===== src/rtl/core/pfba_pkg.sv =====
// ----------------------------------------------------------------------------
// pfba_pkg
// Types and constants shared by the page frame bitmap allocator modules.
// ----------------------------------------------------------------------------
package pfba_pkg;

	// Width of a frame number on the request and result ports
	localparam int FRAME_NUM_W = 16;

	// Request commands
	typedef enum logic [1:0] {
		CMD_ALLOC = 2'd0,
		CMD_FREE  = 2'd1,
		CMD_CLAIM = 2'd2,
		CMD_TEST  = 2'd3
	} cmd_t;

	// Result status codes
	typedef enum logic [1:0] {
		STAT_DONE   = 2'd0,
		STAT_SKIP   = 2'd1,
		STAT_NOFREE = 2'd2
	} status_t;

	// Request payload
	typedef struct packed {
		cmd_t                   command;
		logic [FRAME_NUM_W-1:0] frame_number;
		logic                   page_present;
		logic                   kernel;
		logic                   writable;
	} req_t;

	// Result payload
	typedef struct packed {
		logic [FRAME_NUM_W-1:0] result_frame;
		logic                   entry_present;
		logic                   entry_writable;
		logic                   entry_user;
		logic                   frame_busy;
		status_t                status;
	} rsp_t;

	// Controller states
	typedef enum logic [2:0] {
		S_CLEAR,
		S_IDLE,
		S_DIV,
		S_SPLIT,
		S_READ,
		S_APPLY,
		S_SCAN
	} state_t;

	// Bitmap write source
	typedef enum logic [1:0] {
		WR_NONE,
		WR_CLEAR,
		WR_MODIFY,
		WR_FOUND
	} wr_sel_t;

	// Kind of result to register
	typedef enum logic [2:0] {
		RES_NONE,
		RES_SKIP,
		RES_NOFREE,
		RES_ALLOC,
		RES_APPLY
	} res_kind_t;

	// Controller to datapath commands
	typedef struct packed {
		logic      clr_step;
		logic      load;
		logic      div;
		logic      split;
		logic      rd_word;
		logic      scan_start;
		logic      scan;
		wr_sel_t   write;
		res_kind_t finish;
	} ctrl_cmd_t;

	// Datapath to controller status
	typedef struct packed {
		cmd_t command;
		logic page_present;
		logic skip;
		logic clr_last;
		logic hit;
		logic cand_ok;
		logic exhausted;
	} dp_stat_t;

endpackage


===== src/rtl/core/pfba_ctrl.sv =====
// ----------------------------------------------------------------------------
// pfba_ctrl
// Sequencer for the allocator: clearing pass, request decode, word
// read-modify-write and the first-fit scan.
// ----------------------------------------------------------------------------
module pfba_ctrl (
	input  logic                clk,
	input  logic                arst_n,
	input  logic                start,
	output logic                busy,
	input  pfba_pkg::dp_stat_t  stat,
	output pfba_pkg::ctrl_cmd_t cmd
);

	pfba_pkg::state_t state_q;
	pfba_pkg::state_t state_d;

	// State register
	always_ff @(posedge clk or negedge arst_n) begin
		if (!arst_n) begin
			state_q <= pfba_pkg::S_CLEAR;
		end else begin
			state_q <= state_d;
		end
	end

	// Next state and commands
	always_comb begin
		state_d         = state_q;
		cmd             = '0;
		cmd.write       = pfba_pkg::WR_NONE;
		cmd.finish      = pfba_pkg::RES_NONE;
		busy            = 1'b1;
		unique case (state_q)
			pfba_pkg::S_CLEAR: begin
				cmd.clr_step = 1'b1;
				cmd.write    = pfba_pkg::WR_CLEAR;
				if (stat.clr_last) begin
					state_d = pfba_pkg::S_IDLE;
				end
			end
			pfba_pkg::S_IDLE: begin
				busy     = 1'b0;
				cmd.load = start;
				if (start) begin
					state_d = pfba_pkg::S_DIV;
				end
			end
			pfba_pkg::S_DIV: begin
				cmd.div = 1'b1;
				if (stat.command == pfba_pkg::CMD_ALLOC) begin
					if (stat.page_present) begin
						cmd.finish = pfba_pkg::RES_SKIP;
						state_d    = pfba_pkg::S_IDLE;
					end else begin
						cmd.scan_start = 1'b1;
						state_d        = pfba_pkg::S_SCAN;
					end
				end else begin
					state_d = pfba_pkg::S_SPLIT;
				end
			end
			pfba_pkg::S_SPLIT: begin
				cmd.split = 1'b1;
				if (stat.skip) begin
					cmd.finish = pfba_pkg::RES_SKIP;
					state_d    = pfba_pkg::S_IDLE;
				end else begin
					state_d = pfba_pkg::S_READ;
				end
			end
			pfba_pkg::S_READ: begin
				cmd.rd_word = 1'b1;
				state_d     = pfba_pkg::S_APPLY;
			end
			pfba_pkg::S_APPLY: begin
				cmd.finish = pfba_pkg::RES_APPLY;
				if (stat.command != pfba_pkg::CMD_TEST) begin
					cmd.write = pfba_pkg::WR_MODIFY;
				end
				state_d = pfba_pkg::S_IDLE;
			end
			pfba_pkg::S_SCAN: begin
				cmd.scan = 1'b1;
				if (stat.hit) begin
					if (stat.cand_ok) begin
						cmd.write  = pfba_pkg::WR_FOUND;
						cmd.finish = pfba_pkg::RES_ALLOC;
					end else begin
						// first clear bit lies past the last frame
						cmd.finish = pfba_pkg::RES_NOFREE;
					end
					state_d = pfba_pkg::S_IDLE;
				end else if (stat.exhausted) begin
					cmd.finish = pfba_pkg::RES_NOFREE;
					state_d    = pfba_pkg::S_IDLE;
				end
			end
			default: begin
				state_d = pfba_pkg::S_CLEAR;
			end
		endcase
	end

endmodule


===== config.mk =====
export PLATFORM = sky130hd
export DESIGN_NAME = pfba_ctrl
export DESIGN_NICKNAME = d
export VERILOG_FILES = /design/src/rtl/core/pfba_pkg.sv /design/src/rtl/core/pfba_ctrl.sv
export SDC_FILE = /design/constraint.sdc
export NUM_CORES = 1
export LEC_CHECK = 0
export BUFFER_PORTS_ARGS = -buffer_cell sky130_fd_sc_hd__buf_4
export CORE_AREA = 3 3 40 42
export DETAILED_ROUTE_END_ITERATION = 8
export DIE_AREA = 0 0 43 45
export GPL_TIMING_DRIVEN = 0
export PLACE_DENSITY = 0.61
export SYNTH_ARGS = -nofsm -noshare
export SYNTH_HDL_FRONTEND = slang
export SYNTH_SLANG_ARGS = --single-unit

===== constraint.sdc =====
create_clock -name clk -period 1.3 [get_ports clk]
set_input_delay 0 -clock clk [delete_from_list [all_inputs] [get_ports clk]]
set_output_delay 0 -clock clk [all_outputs]
set_load 0.02 [all_outputs]

==> results.yml, run 1 <==
sta:
  hold_viol_final: 0
  tns_ps: -374
  holdWs_ps: 50.0
  period_share_pct: 108
  final.setup.worst_slack_ps: -106
  setup_viol: 8
  worst_pin_slew_ps: 355
  slew_viol_final: 0
  skew_ps: 2.30
  fmax_mhz: 711
  slew_headroom_pct: 76.3
  period_needed_ps: 1410
  rsz0062_at_grt: "true"
routing:
  firstDrtPassIters: 4
  ant_nets: 0
  drt_iter0_drc: 15
  routed_wl_um: 1270
  viasPerCell: 4.93
  drc_errors: 0
  vias: 488
  wire_per_inst_um: 12.9
finish:
  final_cell_area_sq_um: 845
  final_util_pct: 65.7
  top_register: "state_q"
  layout-drive-gt1-share_pct: 67.9
  largest_reg_flops: 3
  reg_top3: "state_q: 3 flops"
  area_growth_pct: 123
  fin_nets: 96
  diodes: 0
setup_path:
  path_max_fanout: 4
  crit_slowest_cell: "dfrtp_1"
  startpoint_type: "flip-flop"
  arrival_ps: 1410
  r2r_slack_ps: 20
  critPathBufInv: 2
  path_delay_family: "simple AND/OR/NAND/NOR gates"
  end_kind: "primary output"
  worstPathCellList: "buf_6 -> or3_4 -> nor2_4 -> buf_6"
  slowest_delay_ps: 410
  r2r-start: "state_q[2]$_DFFE_PN0P_"
  rr_worst_depth: 4
  cp.depth: 4
  crit_top_cell: "buf_6"
  rr_endpoint: "state_q[0]$_DFFE_PN0P_"
  crit_required_ps: 1300
  worstSetupPathType: "flip-flop to primary output"
synth:
  synthFlopType: "dfrtp_1"
  synth_top_area_share_pct: 19.8
  synth_seq_cells: 3
  synth.cell_area_sq_um: 379
  syn_area_per_cell_sq_um: 8.42
  ys_warn_count: 0
  ys_top_cells_by_area: "dfrtp_1 (20%), nand2_1 (5.0%), nor2_1 (5.0%)"
  syn_inst: 45
  synth_async_sr_flop_share_pct: 100
  ys_types: 28
  synth_top_area_cell: "dfrtp_1"
  syn_nets: 56
  synth-seq-area-share_pct: 19.8
  synth_edf_count: 0
  synth_common_cells: "nand2_1 (5), nor2_1 (5), dfrtp_1 (3), inv_1 (3), nand3_1 (3)"
placed_design:
  portBuffers: 23
  gp_congestion: 0.739
  placed_area_sq_um: 571
global_route:
  grt_pass1_wl_um: 1870
  grt_max_degree: 11
  globalRouteOverflowTotal: 0
  grt_antenna_before_repair: 0
  grt_pass1_vias: 424
  grt.total_usage_pct: 13.1
clock_tree:
  cts_inserted_buffers: 3
  clk_path_buf_depth: 2
  h-tree-depth: 1
  clk_pin_slew_worst_paths_ps: 40
  cts_num_sinks: 3
  insertion_delay_ps: 230
  cts_tree: "built"
  root_buffer: "clkbuf_4"
die:
  core_sq_um: 1280
  start_util_pct: 29.5
  die_width_um: 43
  die_h_um: 45
  rows: 13
  die-area_sq_um: 1940
  pin_count: 24
flow_run:
  maxCapViolCount: 0
min_path:
  hold_path.class: "input pin to flip-flop"
  min_to: "state_q[2]$_DFFE_PN0P_"
  min-delay-start: "stat[4]"
  hold_depth: 3
status:
  failed_checks: "setup timing"
  status: "complete, but fails checks"
power:
  powerDensity_nw_per_um2: 2280
  vdd_drop_max_v: 0.00128
  cellLeakagePower_nw: 0.381
  power.total_mw: 1.93
## power by group
| group | internal (mW) | switching (mW) |
|---|---|---|
| Sequential | 0.142 | 0.0633 |
| Clock | 0.115 | 0.0504 |
| Combinational | 0.848 | 0.709 |
| Total | 1.11 | 0.823 |
## cell families (layout without fill, tap and decap cells)
| kind of cell | Yosys count | in the layout | synth area share (%) |
|---|---|---|---|
| AOI/OAI and AO/OA | 12 | 12 | 30.0 |
| and+or+nand+nor | 24 | 24 | 42.6 |
| DFF | 3 | 3 | 19.8 |
| buffers and inverters | 6 | 45 | 7.59 |
## routing by layer
metal  global-route usage, %  wire length, um  vias to the layer above
met3                    2.39               46                        0
met4                    7.23                0                        0
met5                       0                0                        -
met1                    16.6              513                      228
met2                    21.0              712                       15
li1                        -                -                      245
## worst reg2reg max path: stages (launching register included)
cell and delay (ps):
dfrtp_1 410, buf_6 140, or3_4 410, buf_6 130, o32ai_2 80
## repair_timing
action                     in CTS  in global routing
setup buffers                   8                  2
hold buffers                    2                  0
resized for setup              15                 20
hold endpoints to repair        4                  0
setup endpoints to repair       6                 13
pin swaps                       5                  2
## how the worst max path moves through the flow
stage,startpoint,endpoint,slack [ps]
2_1_floorplan,state_q[2]$_DFFE_PN0P_,cmd[6],7
3_3_place_gp,state_q[0]$_DFFE_PN0P_,state_q[0]$_DFFE_PN0P_,60
3_5_place_dp,state_q[0]$_DFFE_PN0P_,state_q[0]$_DFFE_PN0P_,60
4_1_cts,state_q[2]$_DFFE_PN0P_,cmd[10],-100
5_1_grt,state_q[2]$_DFFE_PN0P_,cmd[10],-150
6_report,state_q[2]$_DFFE_PN0P_,cmd[10],-110
## layout make-up
cell class / instances / area [sq um]
Multi-Input combinational cell: 36 / 352
Buffer: 3 / 36.3
Fill cell: 104 / 440
Sequential cell: 3 / 76.3
Timing Repair Buffer: 35 / 324
Tap cell: 15 / 18.8
Clock buffer: 4 / 26.3
Inverter: 3 / 11.3
## stage by stage
stage          setup slack [ps]  cells
5_1_grt                    -151     99
2_1_floorplan              6.97     45
4_1_cts                    -101     97
3_3_place_gp               60.6     83
3_5_place_dp               57.4     83
6_report                   -106     99
## cell usage in the layout (no fill, tap or decap), types with 2 or more instances in the layout
cell,instances
buf_4,20
buf_6,13
nand2_1,4
inv_1,3
nor2_1,3
clkbuf_4,3
nor3b_4,2
nand3_1,2
dlygate4sd3_1,2
buf_8,2
dfrtp_1,2
(Power assumes the default switching activity.)
==> inputs of run 2 (changes only) <==
--- a/config.mk
+++ b/config.mk
@@ -11,6 +11,7 @@
 export DIE_AREA = 0 0 43 45
 export GPL_TIMING_DRIVEN = 0
 export PLACE_DENSITY = 0.61
+export SKIP_LAST_GASP = 1
 export SYNTH_ARGS = -nofsm -noshare
 export SYNTH_HDL_FRONTEND = slang
 export SYNTH_SLANG_ARGS = --single-unit
==> results.yml, run 2 (synthesis gave the netlist of run 1 again) <==
status:
  status: "complete, but fails checks"
  failed_checks: "setup timing"
setup_path:
  startpoint: "state_q[2]$_DFFE_PN0P_"
  rr_endpoint: "state_q[0]$_DFFE_PN0P_"
  crit_top_cell: "buf_6"
  crit_required_ps: 1300
  worstSetupPathType: "flip-flop to primary output"
  path_delay_family: "simple AND/OR/NAND/NOR gates"
  startpoint_type: "flip-flop"
  critPathBufInv: 2
  crit_slowest_cell: "dfrtp_1"
  critPathCapture: "cmd[10]"
  path_max_fanout: 4
  r2r_slack_ps: 20
  worstPathCellList: "buf_6 -> or3_4 -> nor2_4 -> buf_6"
  arrival_ps: 1410
  end_kind: "primary output"
  cp.depth: 4
  slowest_delay_ps: 410
  rr_worst_depth: 4
  r2r-start: "state_q[0]$_DFFE_PN0P_"
placed_design:
  gp_congestion: 0.739
  placed_area_sq_um: 571
  place_ws_ps: 57.4
  portBuffers: 23
routing:
  viasPerCell: 4.92
  drt_iter0_drc: 11
  vias: 492
  routed_wl_um: 1310
  wire_per_inst_um: 13.1
  firstDrtPassIters: 4
  drc_errors: 0
  ant_nets: 0
finish:
  fin_nets: 97
  layout-drive-gt1-share_pct: 68.2
  area_growth_pct: 125
  top_register: "state_q"
  layout_commonest_cell: "buf_4"
  diodes: 0
  final_cell_mix: "buf_4 (20), buf_6 (15), nand2_1 (4)"
  final_cell_area_sq_um: 852
  reg_top3: "state_q: 3 flops"
  final_util_pct: 66.3
  largest_reg_flops: 3
die:
  die-area_sq_um: 1940
  die_width_um: 43
  core_sq_um: 1280
  pin_count: 24
  die_h_um: 45
  rows: 13
  start_util_pct: 29.5
power:
  comb_power_share_pct: 81.0
  p_clk_share_pct: 8.6
  vdd_drop_max_v: 0.00126
  p_seq_share_pct: 10.5
  internal_power_mw: 1.13
  switchingPower_mw: 0.831
  switching_share_pct: 42.5
  powerDensity_nw_per_um2: 2300
  cellLeakagePower_nw: 0.385
  power.total_mw: 1.96
clock_tree:
  h-tree-depth: 1
  clk_path_buf_depth: 2
  cts_num_sinks: 3
  cts_tree: "built"
  cts_inserted_buffers: 3
  root_buffer: "clkbuf_4"
  insertion_delay_ps: 230
  clk_pin_slew_worst_paths_ps: 40
flow_run:
  maxCapViolCount: 0
sta:
  skew_ps: 4.54
  hold_viol_final: 0
  slew_headroom_pct: 76.0
  holdWs_ps: 49.8
  fmax_mhz: 711
  final.setup.worst_slack_ps: -106
  setup_viol: 8
  slew_viol_final: 0
  worst_pin_slew_ps: 358
  rsz0062_at_grt: "true"
  period_share_pct: 108
  period_needed_ps: 1410
min_path:
  hold_path.class: "input pin to flip-flop"
global_route:
  grt.total_usage_pct: 13.1
  grt_max_degree: 11
  grt_pass1_wl_um: 1870
  globalRouteOverflowTotal: 0
  grt_antenna_before_repair: 0
  grt_pass1_vias: 415
## run 2: cell count changes in the layout (fill, tap and decap cells not counted)
| cell | previous run | this run |
|---|---|---|
| buf_6 | 13 | 15 |
| buf_8 | 2 | 1 |
## run 2: power by group through the flow
stage,logic (mW),registers (mW),clock network (mW)
floorplan,0.668,0.182,0
global placement,0.961,0.203,0
detailed placement,0.967,0.201,0
CTS,1.24,0.195,0.164
global route,1.69,0.211,0.177
finish,1.58,0.205,0.168
## run 2: worst reg2reg max path, delay by kind of cell, from the launching register on
| kind | cells | cell delay (ps) |
|---|---|---|
| flops | 1 | 440 |
| compound gates | 2 | 490 |
| buf+inv | 2 | 260 |
## run 2: metrics by stage
step / TNS [ps] / instances
floorplan: 0 / 45
global placement: 0 / 83
detailed placement: 0 / 83
CTS: -353 / 97
global route: -942 / 100
finish: -368 / 100
## run 2: cell type report
| type | instances | area, sq um |
|---|---|---|
| fillers | 106 | 433 |
| multi-input cells | 36 | 352 |
| repair buffers | 36 | 332 |
| flip-flops and latches | 3 | 76.3 |
| plain buffers | 3 | 36.3 |
| clock buffers | 4 | 26.3 |
| well taps | 15 | 18.8 |
| inverters | 3 | 11.3 |
## run 2: worst min-delay path by stage
| stage | cells after the start | slack [ps] | startpoint | endpoint |
|---|---|---|---|---|
| 2_1_floorplan | 0 | -300 | arst_n | state_q[0]$_DFFE_PN0P_ |
| 3_3_place_gp | 1 | -210 | arst_n | state_q[1]$_DFFE_PN0P_ |
| 3_5_place_dp | 1 | -210 | arst_n | state_q[2]$_DFFE_PN0P_ |
| 4_1_cts | 3 | 50 | stat[4] | state_q[2]$_DFFE_PN0P_ |
| 5_1_grt | 3 | 70 | stat[4] | state_q[2]$_DFFE_PN0P_ |
| 6_report | 3 | 50 | stat[4] | state_q[2]$_DFFE_PN0P_ |
## run 2: metal layers
metal,up-vias,global-route usage [%],routed length (um)
met1,237,16.6,531
met2,9,21.0,742
met4,0,7.23,0
met5,-,0,0
met3,0,2.39,40
li1,246,-,-
## run 2: what timing repair did
| item | CTS | global route |
|---|---|---|
| resized for setup | 12 | 23 |
| buffers inserted | 8 | 3 |
| hold buffers | 2 | 0 |
| setup endpoints to repair | 6 | 14 |
| hold endpoints to repair | 4 | 0 |
| pin swaps | 3 | 5 |
==> inputs of run 3 (changes only) <==
--- a/config.mk
+++ b/config.mk
@@ -10,7 +10,7 @@
 export DETAILED_ROUTE_END_ITERATION = 8
 export DIE_AREA = 0 0 43 45
 export GPL_TIMING_DRIVEN = 0
-export PLACE_DENSITY = 0.61
+export PLACE_DENSITY = 0.65
 export SKIP_LAST_GASP = 1
 export SYNTH_ARGS = -nofsm -noshare
 export SYNTH_HDL_FRONTEND = slang
==> results.yml, run 3 (synthesis gave the netlist of run 1 again) <==
power:
  p_seq_share_pct: 10.5
  comb_power_share_pct: 80.4
  cellLeakagePower_nw: 0.393
  powerDensity_nw_per_um2: 2320
  p_clk_share_pct: 9.2
  switchingPower_mw: 0.823
  internal_power_mw: 1.12
  switching_share_pct: 42.3
  vdd_drop_max_v: 0.00131
  power.total_mw: 1.95
sta:
  skew_ps: 3.62
  hold_viol_final: 0
  worst_pin_slew_ps: 313
  slew_viol_final: 0
  final.setup.worst_slack_ps: -119
  rsz0062_at_grt: "true"
  holdWs_ps: 32.6
  setup_viol: 10
  period_share_pct: 109
  fmax_mhz: 705
  period_needed_ps: 1420
  slew_headroom_pct: 79.1
min_path:
  hold_path.class: "input pin to flip-flop"
  min-delay-start: "stat[4]"
setup_path:
  path_max_fanout: 4
  startpoint_type: "flip-flop"
  crit_required_ps: 1300
  startpoint: "state_q[2]$_DFFE_PN0P_"
  end_kind: "primary output"
  r2r-start: "state_q[0]$_DFFE_PN0P_"
  worstSetupPathType: "flip-flop to primary output"
  arrival_ps: 1420
routing:
  routed_wl_um: 1460
  viasPerCell: 5.02
  vias: 517
  drc_errors: 0
  wire_per_inst_um: 14.2
  drt_iter0_drc: 6
  ant_nets: 0
  firstDrtPassIters: 4
clock_tree:
  root_buffer: "clkbuf_4"
  clk_path_buf_depth: 2
  insertion_delay_ps: 240
  clk_pin_slew_worst_paths_ps: 40
  cts_tree: "built"
  cts_num_sinks: 3
  h-tree-depth: 1
  cts_inserted_buffers: 3
global_route:
  grt_pass1_wl_um: 2070
  grt.total_usage_pct: 14.3
  grt_max_degree: 10
  globalRouteOverflowTotal: 0
  grt_antenna_before_repair: 0
  grt_pass1_vias: 468
die:
  core_sq_um: 1280
  start_util_pct: 29.5
  rows: 13
  pin_count: 24
  die_width_um: 43
  die_h_um: 45
  die-area_sq_um: 1940
placed_design:
  portBuffers: 23
  hpwlAfterDp_um: 761
  gp_congestion: 0.804
  placed_area_sq_um: 571
finish:
  fillers: 103
  reg_top3: "state_q: 3 flops"
  final_cell_mix: "buf_4 (28), buf_6 (10), nand2_1 (5)"
  final_cell_area_sq_um: 838
  top_register: "state_q"
  layout_commonest_cell: "buf_4"
  diodes: 0
  area_growth_pct: 121
  largest_reg_flops: 3
  fin_nets: 100
  layout-drive-gt1-share_pct: 68.2
status:
  status: "complete, but fails checks"
  failed_checks: "setup timing"
flow_run:
  maxCapViolCount: 0
run 3: through the flow:
stage | setup WS (ps) | instances | TNS [ps] | utilization (%)
after floorplan | 6.97 | 45 | 0 | -
after global placement | 66.8 | 83 | 0 | 44.4
after detailed placement | 67.7 | 83 | 0 | 44.4
after CTS | -74.9 | 99 | -272 | 58.7
after global routing | -191 | 103 | -1210 | 65.2
final | -119 | 103 | -549 | 65.2
run 3: what timing repair did:
item	in CTS	in global routing
gates resized for setup	14	13
setup endpoints to repair	8	13
hold buffers	2	0
setup buffers	10	5
hold endpoints to repair	4	0
pin swaps	2	6
run 3: path summary, 6_finish.rpt:
| check | slack (ps) | to | cells past startpoint |
|---|---|---|---|
| max | -120 | cmd[10] | 4 |
| min | 30 | state_q[2]$_DFFE_PN0P_ | 3 |
| max reg2reg | -90 | state_q[0]$_DFFE_PN0P_ | 5 |
| min reg2reg | 730 | state_q[1]$_DFFE_PN0P_ | 3 |
| max in group asynchronous | 1110 | state_q[0]$_DFFE_PN0P_ | 2 |
| min in group asynchronous | 80 | state_q[2]$_DFFE_PN0P_ | 2 |
run 3: routing by layer:
metal	vias up	track usage, %	part of all wire (%)
met2	28	22.8	51
met3	6	5.98	9.6
li1	252	-	-
met5	-	0	0
met4	0	7.23	4.0
met1	231	16.6	36
run 3: critical path, cell delays in order, from the launching register on:
cell	delay, ps
dfrtp_1	410
buf_4	150
or3_4	410
nor2_4	90
buf_6	120
run 3: power groups by stage:
stage	clock network [mW]	logic, mW	registers, mW
2_1_floorplan	0	0.668	0.182
4_1_cts	0.169	1.34	0.195
5_1_grt	0.198	1.66	0.211
3_3_place_gp	0	0.955	0.201
6_report	0.178	1.57	0.204
3_5_place_dp	0	0.963	0.201
run 3: final cells by class:
cell class / instances / area (sq um) / area share, %
Clock buffer: 4 / 26.3 / 3.13
Timing Repair Buffer: 39 / 340 / 40.6
Sequential cell: 3 / 77.6 / 9.25
Inverter: 3 / 11.3 / 1.34
Tap cell: 15 / 18.8 / 2.24
Buffer: 3 / 37.5 / 4.48
Multi-Input combinational cell: 36 / 327 / 39.0
